===== src/rtl/bma_pkg.sv =====
// ----------------------------------------------------------------------------
// bma_pkg
// Shared types, codes and defaults of the buddy memory allocator.
// ----------------------------------------------------------------------------
package bma_pkg;

  localparam int MAX_LEVELS_DEF = 10;
  localparam int NAME_COUNT_DEF = 256;

  localparam int OWNER_W  = 8;
  localparam int COUNT_W  = 31;
  localparam int OFFSET_W = 30;
  localparam int SIZE_W   = 31;
  localparam int STATUS_W = 3;
  localparam int ORDER_W  = 5;
  localparam int STAMP_W  = 32;
  localparam int REG_IDX_W = 1;

  localparam logic [ORDER_W-1:0] TOTAL_ORDER_RST = 5'd8;
  localparam logic [ORDER_W-1:0] MIN_ORDER_RST   = 5'd4;
  localparam logic [ORDER_W-1:0] ORDER_MAX       = 5'd30;

  localparam logic [REG_IDX_W-1:0] REG_TOTAL_ORDER = 1'b0;
  localparam logic [REG_IDX_W-1:0] REG_MIN_ORDER   = 1'b1;

  typedef enum logic [STATUS_W-1:0] {
    ST_OK        = 3'd0,
    ST_NO_FREE   = 3'd1,
    ST_TOO_LARGE = 3'd2,
    ST_UNKNOWN   = 3'd3,
    ST_HELD      = 3'd4,
    ST_BAD_CFG   = 3'd5
  } status_t;

  typedef enum logic [1:0] {
    K_ABSENT = 2'd0,
    K_FREE   = 2'd1,
    K_USED   = 2'd2,
    K_SPLIT  = 2'd3
  } kind_t;

  // node memory write selection
  typedef enum logic [2:0] {
    W_CLR,
    W_ROOT,
    W_N_ABSENT,
    W_SIB_ABSENT,
    W_N_FREE,
    W_N_SPLIT,
    W_RCHILD_FREE,
    W_N_USED
  } wsel_t;

  typedef enum logic {
    R_SIB,
    R_SCAN
  } rsel_t;

  typedef struct packed {
    logic    req_take;
    logic    clr_start;
    logic    clr_step;
    logic    cnt_rst;
    logic    cnt_inc;
    logic    own_vld_clr;
    logic    own_set;
    logic    own_clr;
    logic    chk_n;
    logic    n_up;
    logic    n_down;
    logic    k_init;
    logic    k_inc;
    logic    scan_init;
    logic    scan_eval;
    logic    scan_next_lvl;
    logic    split_init;
    logic    res_err;
    status_t err_code;
    logic    res_place;
    logic    out_load;
    logic    we;
    wsel_t   wsel;
    rsel_t   rsel;
  } cmd_t;

  typedef struct packed {
    logic cfg_wr;
    logic req_valid;
    logic out_free;
    logic clr_last;
    logic cfg_ok;
    logic owner_bad;
    logic is_release;
    logic own_valid;
    logic too_large;
    logic size_more;
    logic n_is_root;
    logic sib_free;
    logic level_end;
    logic best_valid;
    logic lvl_zero;
    logic at_lt_want;
  } stat_t;

endpackage


===== src/rtl/bma_ctrl.sv =====
// ----------------------------------------------------------------------------
// bma_ctrl
// Request sequencer: clearing pass, checks, release merge, size search,
// free-list scan and split, result hand-off.
// ----------------------------------------------------------------------------
module bma_ctrl (
  input  logic            clk,
  input  logic            rst,
  input  bma_pkg::stat_t  st,
  output bma_pkg::cmd_t   cmd
);
  import bma_pkg::*;

  typedef enum logic [4:0] {
    S_CLEAR, S_ROOT, S_IDLE, S_CHECK,
    S_REL0, S_REL_CHK, S_REL_EV, S_REL_W2, S_REL_FREE,
    S_SIZE, S_SCAN_INIT, S_SCAN_RD, S_SCAN_EV, S_SCAN_LVL,
    S_SPLIT, S_SPLIT_R, S_DONE
  } state_t;

  state_t state, state_next;

  always_ff @(posedge clk) begin
    if (rst) begin
      state <= S_CLEAR;
    end else begin
      state <= state_next;
    end
  end

  always_comb begin
    cmd        = '0;
    cmd.wsel   = W_CLR;
    cmd.rsel   = R_SCAN;
    cmd.err_code = ST_OK;
    state_next = state;
    case (state)
      S_CLEAR: begin
        cmd.we = 1'b1;
        cmd.wsel = W_CLR;
        cmd.clr_step = 1'b1;
        if (st.clr_last) state_next = S_ROOT;
      end
      S_ROOT: begin
        cmd.we = 1'b1;
        cmd.wsel = W_ROOT;
        cmd.cnt_rst = 1'b1;
        cmd.own_vld_clr = 1'b1;
        state_next = S_IDLE;
      end
      S_IDLE: begin
        cmd.req_take = 1'b1;
        if (st.req_valid) state_next = S_CHECK;
      end
      S_CHECK: begin
        if (!st.cfg_ok) begin
          cmd.res_err = 1'b1;
          cmd.err_code = ST_BAD_CFG;
          state_next = S_DONE;
        end else if (st.owner_bad) begin
          cmd.res_err = 1'b1;
          cmd.err_code = ST_UNKNOWN;
          state_next = S_DONE;
        end else if (st.is_release) begin
          if (!st.own_valid) begin
            cmd.res_err = 1'b1;
            cmd.err_code = ST_UNKNOWN;
            state_next = S_DONE;
          end else begin
            cmd.chk_n = 1'b1;
            state_next = S_REL0;
          end
        end else if (st.own_valid) begin
          cmd.res_err = 1'b1;
          cmd.err_code = ST_HELD;
          state_next = S_DONE;
        end else if (st.too_large) begin
          cmd.res_err = 1'b1;
          cmd.err_code = ST_TOO_LARGE;
          state_next = S_DONE;
        end else begin
          cmd.k_init = 1'b1;
          state_next = S_SIZE;
        end
      end
      S_REL0: begin
        cmd.res_place = 1'b1;
        cmd.own_clr = 1'b1;
        state_next = S_REL_CHK;
      end
      S_REL_CHK: begin
        cmd.rsel = R_SIB;
        state_next = st.n_is_root ? S_REL_FREE : S_REL_EV;
      end
      S_REL_EV: begin
        if (st.sib_free) begin
          cmd.we = 1'b1;
          cmd.wsel = W_N_ABSENT;
          state_next = S_REL_W2;
        end else begin
          state_next = S_REL_FREE;
        end
      end
      S_REL_W2: begin
        cmd.we = 1'b1;
        cmd.wsel = W_SIB_ABSENT;
        cmd.n_up = 1'b1;
        state_next = S_REL_CHK;
      end
      S_REL_FREE: begin
        cmd.we = 1'b1;
        cmd.wsel = W_N_FREE;
        cmd.cnt_inc = 1'b1;
        state_next = S_DONE;
      end
      S_SIZE: begin
        if (st.size_more) cmd.k_inc = 1'b1;
        else state_next = S_SCAN_INIT;
      end
      S_SCAN_INIT: begin
        cmd.scan_init = 1'b1;
        state_next = S_SCAN_RD;
      end
      S_SCAN_RD: begin
        cmd.rsel = R_SCAN;
        state_next = S_SCAN_EV;
      end
      S_SCAN_EV: begin
        cmd.scan_eval = 1'b1;
        state_next = st.level_end ? S_SCAN_LVL : S_SCAN_RD;
      end
      S_SCAN_LVL: begin
        if (st.best_valid) begin
          cmd.split_init = 1'b1;
          state_next = S_SPLIT;
        end else if (st.lvl_zero) begin
          cmd.res_err = 1'b1;
          cmd.err_code = ST_NO_FREE;
          state_next = S_DONE;
        end else begin
          cmd.scan_next_lvl = 1'b1;
          state_next = S_SCAN_RD;
        end
      end
      S_SPLIT: begin
        cmd.we = 1'b1;
        if (st.at_lt_want) begin
          cmd.wsel = W_N_SPLIT;
          state_next = S_SPLIT_R;
        end else begin
          cmd.wsel = W_N_USED;
          cmd.own_set = 1'b1;
          cmd.res_place = 1'b1;
          state_next = S_DONE;
        end
      end
      S_SPLIT_R: begin
        cmd.we = 1'b1;
        cmd.wsel = W_RCHILD_FREE;
        cmd.cnt_inc = 1'b1;
        cmd.n_down = 1'b1;
        state_next = S_SPLIT;
      end
      S_DONE: begin
        if (st.out_free) begin
          cmd.out_load = 1'b1;
          state_next = S_IDLE;
        end
      end
      default: state_next = S_CLEAR;
    endcase
    // any configuration write restarts the heap
    if (st.cfg_wr) begin
      cmd = '0;
      cmd.wsel = W_CLR;
      cmd.rsel = R_SCAN;
      cmd.err_code = ST_OK;
      cmd.clr_start = 1'b1;
      state_next = S_CLEAR;
    end
  end

endmodule


===== config.mk =====
export PLATFORM = sky130hd
export DESIGN_NAME = bma_ctrl
export DESIGN_NICKNAME = d
export VERILOG_FILES = /design/src/rtl/bma_pkg.sv /design/src/rtl/bma_ctrl.sv
export SDC_FILE = /design/constraint.sdc
export NUM_CORES = 1
export LEC_CHECK = 0
export BUFFER_PORTS_ARGS = -buffer_cell sky130_fd_sc_hd__buf_4
export CAP_MARGIN = 15
export CORE_ASPECT_RATIO = 0.75
export CORE_MARGIN = 1.5
export CORE_UTILIZATION = 51
export CTS_BUF_LIST = sky130_fd_sc_hd__clkbuf_8 sky130_fd_sc_hd__clkbuf_16
export DETAILED_ROUTE_END_ITERATION = 8
export PLACE_DENSITY_LB_ADDON = 0.05
export SETUP_SLACK_MARGIN = 0.4
export SLEW_MARGIN = 20
export SYNTH_ARGS = -nofsm -noshare
export SYNTH_HDL_FRONTEND = slang
export SYNTH_SLANG_ARGS = --single-unit

===== constraint.sdc =====
create_clock -name clk -period 2.6 [get_ports clk]
set_clock_uncertainty 0.1 [all_clocks]
set_input_delay 0.13 -clock clk [delete_from_list [all_inputs] [get_ports clk]]
set_output_delay 0.13 -clock clk [all_outputs]
set_load 0.03 [all_outputs]

---- Yosys cells after proc, flatten, opt, wreduce, memory -nomap -nowiden ----
Cells that the tools add are included.
operators by class
  reduce and logical (&&, ||, !) cells .... 5
  mux-type cells .......................... 62
  equal/unequal tests ..................... 20
operator list
  cell                                                  number
  one-hot mux 5 bit (16 select lines)                   1
  two-way mux 5 bit                                     13
  two-way mux 4 bit                                     11
  equality test 5 x 4 -> 1 bit (second input constant)  8
  two-way mux 1 bit                                     30
  two-way mux 28 bit                                    1
  one-hot mux 4 bit (7 select lines)                    1
  equality test 5 x 3 -> 1 bit (second input constant)  4
  equality test 5 x 2 -> 1 bit (second input constant)  2
  != test 2 bit (second input constant)                 4
  one-hot mux 4 bit (2 select lines)                    1
  OR reduction 2 bit                                    3
  equality test 5 x 1 -> 1 bit (second input constant)  1
  equality test 5 bit (second input constant)           1
  logical NOT 5 bit                                     1
  two-way mux 2 bit                                     2
  AND reduction 4 bit                                   1
  two-way mux 3 bit                                     1
  one-hot mux 1 bit (2 select lines)                    1
storage, ports and cells
  logic and storage cells ................. 88
  register bits after elaboration ......... 5
  output and inout bits ................... 28

---- Depth between registers and ports, before layout ----
  word-level depth ........................ 7
  depth in mapped cells ................... 6
  depth with buffers taken out ............ 4

---- Worst setup path after synthesis ----
No wires, ideal clock.
  kind .................................... flip-flop to output port
  start ................................... register state[3]
  end ..................................... output cmd[14] (netlist name)
  data arrival time ....................... 1.786 ns
  path slack .............................. 0.584 ns
  stages on the path, launching flop included .. 5
  required time ........................... 2.370 ns
  cell sequence ........................... dfxtp_1 buf_4 clkbuf_1 nand2b_1 nor4_1
RTL lines
  element                 RTL line        RTL
  from (decl)             bma_ctrl.sv:21  state_t state, state_next;
  from (signal assigned)  bma_ctrl.sv:27  state <= state_next;
  to (decl)               bma_ctrl.sv:10  output bma_pkg::cmd_t cmd

==> qor.json <==
{
  "number_of_ports_placed_on_the_die_boundary": {"value": 46},
  "antenna_cells": {"value": 0},
  "grt_most_used_layer": {"value": "met1"},
  "synth.yosys.warnings": {"value": 0},
  "tritoncts_clock_tree": {"value": "done"},
  "finalWorstPathRequiredPeriod": {"value": 2.09, "unit": "ns"},
  "insertion_delay": {"value": 0.22, "unit": "ns"},
  "drc": {"value": 0},
  "via_count": {"value": 1310},
  "crit_path_max_fanout": {"value": 15},
  "drt-initial-drc-count": {"value": 48},
  "post-route-period-util": {"value": 80.2, "unit": "%"},
  "post_route_setup_tns": {"value": 0, "unit": "ns"},
  "path_clk_slew": {"value": 0.04, "unit": "ns"},
  "synth.yosys.seq_area_share": {"value": 9.74, "unit": "%"},
  "ys_top_cells_by_area": {"value": "sky130_fd_sc_hd__dfxtp_1 (9.7%), sky130_fd_sc_hd__nor2_1 (6.9%), sky130_fd_sc_hd__nor2b_1 (5.5%)"},
  "clk_root_buffer_cell": {"value": "sky130_fd_sc_hd__clkbuf_8"},
  "post_synthesis_cell_area": {"value": 1030, "unit": "um2"},
  "average_detailed_routed_wire_length_per_instance": {"value": 15.1, "unit": "um"},
  "grt_max_degree": {"value": 25},
  "antenna_violating_nets_post_route": {"value": 0},
  "worstPathArrival": {"value": 1.86, "unit": "ns"},
  "cap_viol_max_count": {"value": 0},
  "reg.largest.list": {"value": "state (5)"},
  "synth-async-reset-ratio": {"value": 0, "unit": "%"},
  "die_outline_area": {"value": 2300, "unit": "um2"},
  "drt-pass1-iter-count": {"value": 6},
  "tightestPinTransition": {"value": 0.489, "unit": "ns"},
  "floorplan.die.width": {"value": 54.8, "unit": "um"},
  "ctsLongestPathBuffers": {"value": 2},
  "grt.overflow.total": {"value": 0},
  "cts_max_level": {"value": 1},
  "yosys.area.top_type_share": {"value": 9.74, "unit": "%"},
  "vdd_drop_max": {"value": 0.291, "unit": "mV"},
  "synthesis.nets": {"value": 169},
  "status": {"value": "finished, final reports clean"},
  "grt_pass1_vias": {"value": 1047},
  "finalHoldViolCount": {"value": 0},
  "p_per_area": {"value": 232, "unit": "nW/um2"},
  "final_common_cell": {"value": "sky130_fd_sc_hd__buf_4"},
  "grt_util_met2": {"value": 37.6, "unit": "%"},
  "grt_pass1_wl": {"value": 4.73, "unit": "mm"},
  "yosys_cell_types": {"value": 51},
  "fmaxAchievable": {"value": 0.480, "unit": "GHz"},
  "static-leakage-power": {"value": 0.000550, "unit": "uW"},
  "critPathCaptureType": {"value": "primary output"},
  "setup.worst_path.start_class": {"value": "register"},
  "timing.setup.critical_path_class": {"value": "reg -> out"},
  "hold_buffers": {"value": 0},
  "met1_usage": {"value": 40.9, "unit": "%"},
  "drt-total-wl": {"value": 3.15, "unit": "mm"},
  "met3_usage": {"value": 4.32, "unit": "%"},
  "ys.flop_type": {"value": "sky130_fd_sc_hd__dfxtp_1"},
  "number_of_flops_mapped_to_enable_cells_by_yosys": {"value": 0},
  "critPathRequiredTime": {"value": 2.37, "unit": "ns"},
  "design.core.area": {"value": 1810, "unit": "um2"},
  "syn-mean-instance-area": {"value": 6.80, "unit": "um2"},
  "synthDominantAreaCellType": {"value": "sky130_fd_sc_hd__dfxtp_1"},
  "gp_congestion": {"value": 0.948},
  "initial_core_util": {"value": 56.9, "unit": "%"},
  "cts_buffers": {"value": 3},
  "hpwl": {"value": 2.36, "unit": "mm"},
  "setup_repair_after_global_routing_missed_its_margin": {"value": "no"},
  "avg_vias_per_cell": {"value": 6.27},
  "postSynthRegisterBits": {"value": 5},
  "grtUsageTotal": {"value": 26.9, "unit": "%"},
  "registers.top_by_ff_count": {"value": "state"},
  "flip_flop_count_of_the_largest_register_after_layout": {"value": 5},
  "clock_sinks": {"value": 5},
  "report.final.slew_viol_count": {"value": 0},
  "flow.area_growth_from_synthesis": {"value": 32.5, "unit": "%"},
  "syn_inst": {"value": 151},
  "hp-class": {"value": "in -> reg"},
  "num_rows": {"value": 13},
  "finalSetupViolCount": {"value": 0},
  "maxSlewHeadroom": {"value": 67.4, "unit": "%"},
  "initial_antenna_violation_count": {"value": 0},
  "io_buffer_count": {"value": 45},
  "die_h": {"value": 41.9, "unit": "um"},
  "utilization": {"value": 75.4, "unit": "%"},
  "final_cell_mix": {"value": "sky130_fd_sc_hd__buf_4 (47), sky130_fd_sc_hd__nor2_1 (19), sky130_fd_sc_hd__nand2_1 (12)"},
  "design.final.nets": {"value": 206},
  "drive_gt1_share": {"value": 38.0, "unit": "%"}
}
-- cell usage after synthesis (4+ instances only) --
library cell,n
sky130_fd_sc_hd__a211oi_1,4
sky130_fd_sc_hd__a21oi_1,4
sky130_fd_sc_hd__buf_4,5
sky130_fd_sc_hd__clkbuf_1,5
sky130_fd_sc_hd__dfxtp_1,5
sky130_fd_sc_hd__nand2_1,12
sky130_fd_sc_hd__nand2b_1,6
sky130_fd_sc_hd__nor2_1,19
sky130_fd_sc_hd__nor2b_1,9
sky130_fd_sc_hd__nor3_1,7
sky130_fd_sc_hd__o21ai_0,8
sky130_fd_sc_hd__or3_1,5
-- worst max-delay path: stages, from the launching register on --
cell and delay [ns]:
sky130_fd_sc_hd__dfxtp_2 0.40, sky130_fd_sc_hd__and2b_4 0.31, sky130_fd_sc_hd__nand2_2 0.08, sky130_fd_sc_hd__or3_4 0.43, sky130_fd_sc_hd__a221oi_2 0.24, sky130_fd_sc_hd__buf_4 0.19
-- cells by family (layout without fill, tap and decap cells) --
kind of cell | Yosys count | after routing | share of synthesized area [%]
mux | 1 | 1 | 1.10
flops | 5 | 5 | 9.74
simple gates | 90 | 90 | 53.1
compound gates | 38 | 38 | 25.7
buf+inv | 17 | 53 | 10.4
-- layer usage --
layer | up-vias | share of wire (%)
met3 | 2 | 12
met2 | 82 | 44
met4 | 0 | 0.095
met5 | - | 0
li1 | 627 | -
met1 | 599 | 45
-- worst paths after layout --
check	from	to	slack (ns)	depth (start not counted)
hold reg to reg	state[4]	state[2]	0.51	1
setup reg to reg	state[4]	state[0]	0.78	4
setup / recovery	state[4]	cmd[2]	0.51	5
hold / removal	rst	state[3]	0.14	3
-- final cells by class --
type                    count  area [um2]
fillers                   145         444
clock inverters             1        3.75
clock buffers               3        41.3
flip-flops and latches      5         108
well taps                  22        27.5
multi-input cells         129         821
repair buffers             47         353
inverters                   2        7.51
-- metrics by stage --
step / hold WS, ns / cells / total power [uW] / setup WS [ns] / instance area (um2)
6_report: 0.144 / 209 / 315 / 0.515 / 1360
5_1_grt: 0.164 / 209 / 331 / 0.429 / 1360
4_1_cts: 0.132 / 209 / 316 / 0.348 / 1360
3_5_place_dp: 0.374 / 205 / 176 / 0.479 / 1310
3_3_place_gp: 0.371 / 205 / 175 / 0.552 / 1310
2_1_floorplan: 0.264 / 151 / 139 / 0.584 / 1030
-- where the power goes --
| part | switching, uW | total, uW | internal [uW] |
|---|---|---|---|
| logic | 52.7 | 96.0 | 43.4 |
| registers | 3.49 | 80.8 | 77.3 |
| clock network | 37.5 | 139 | 101 |
| total | 93.6 | 315 | 222 |
-- what timing repair did --
action,CTS,global route
endpoints found under the setup margin,7,8
cloned,0,0
setup buffers,0,0
gates resized for setup,2,3
Power figures use the tool's default switching activity.
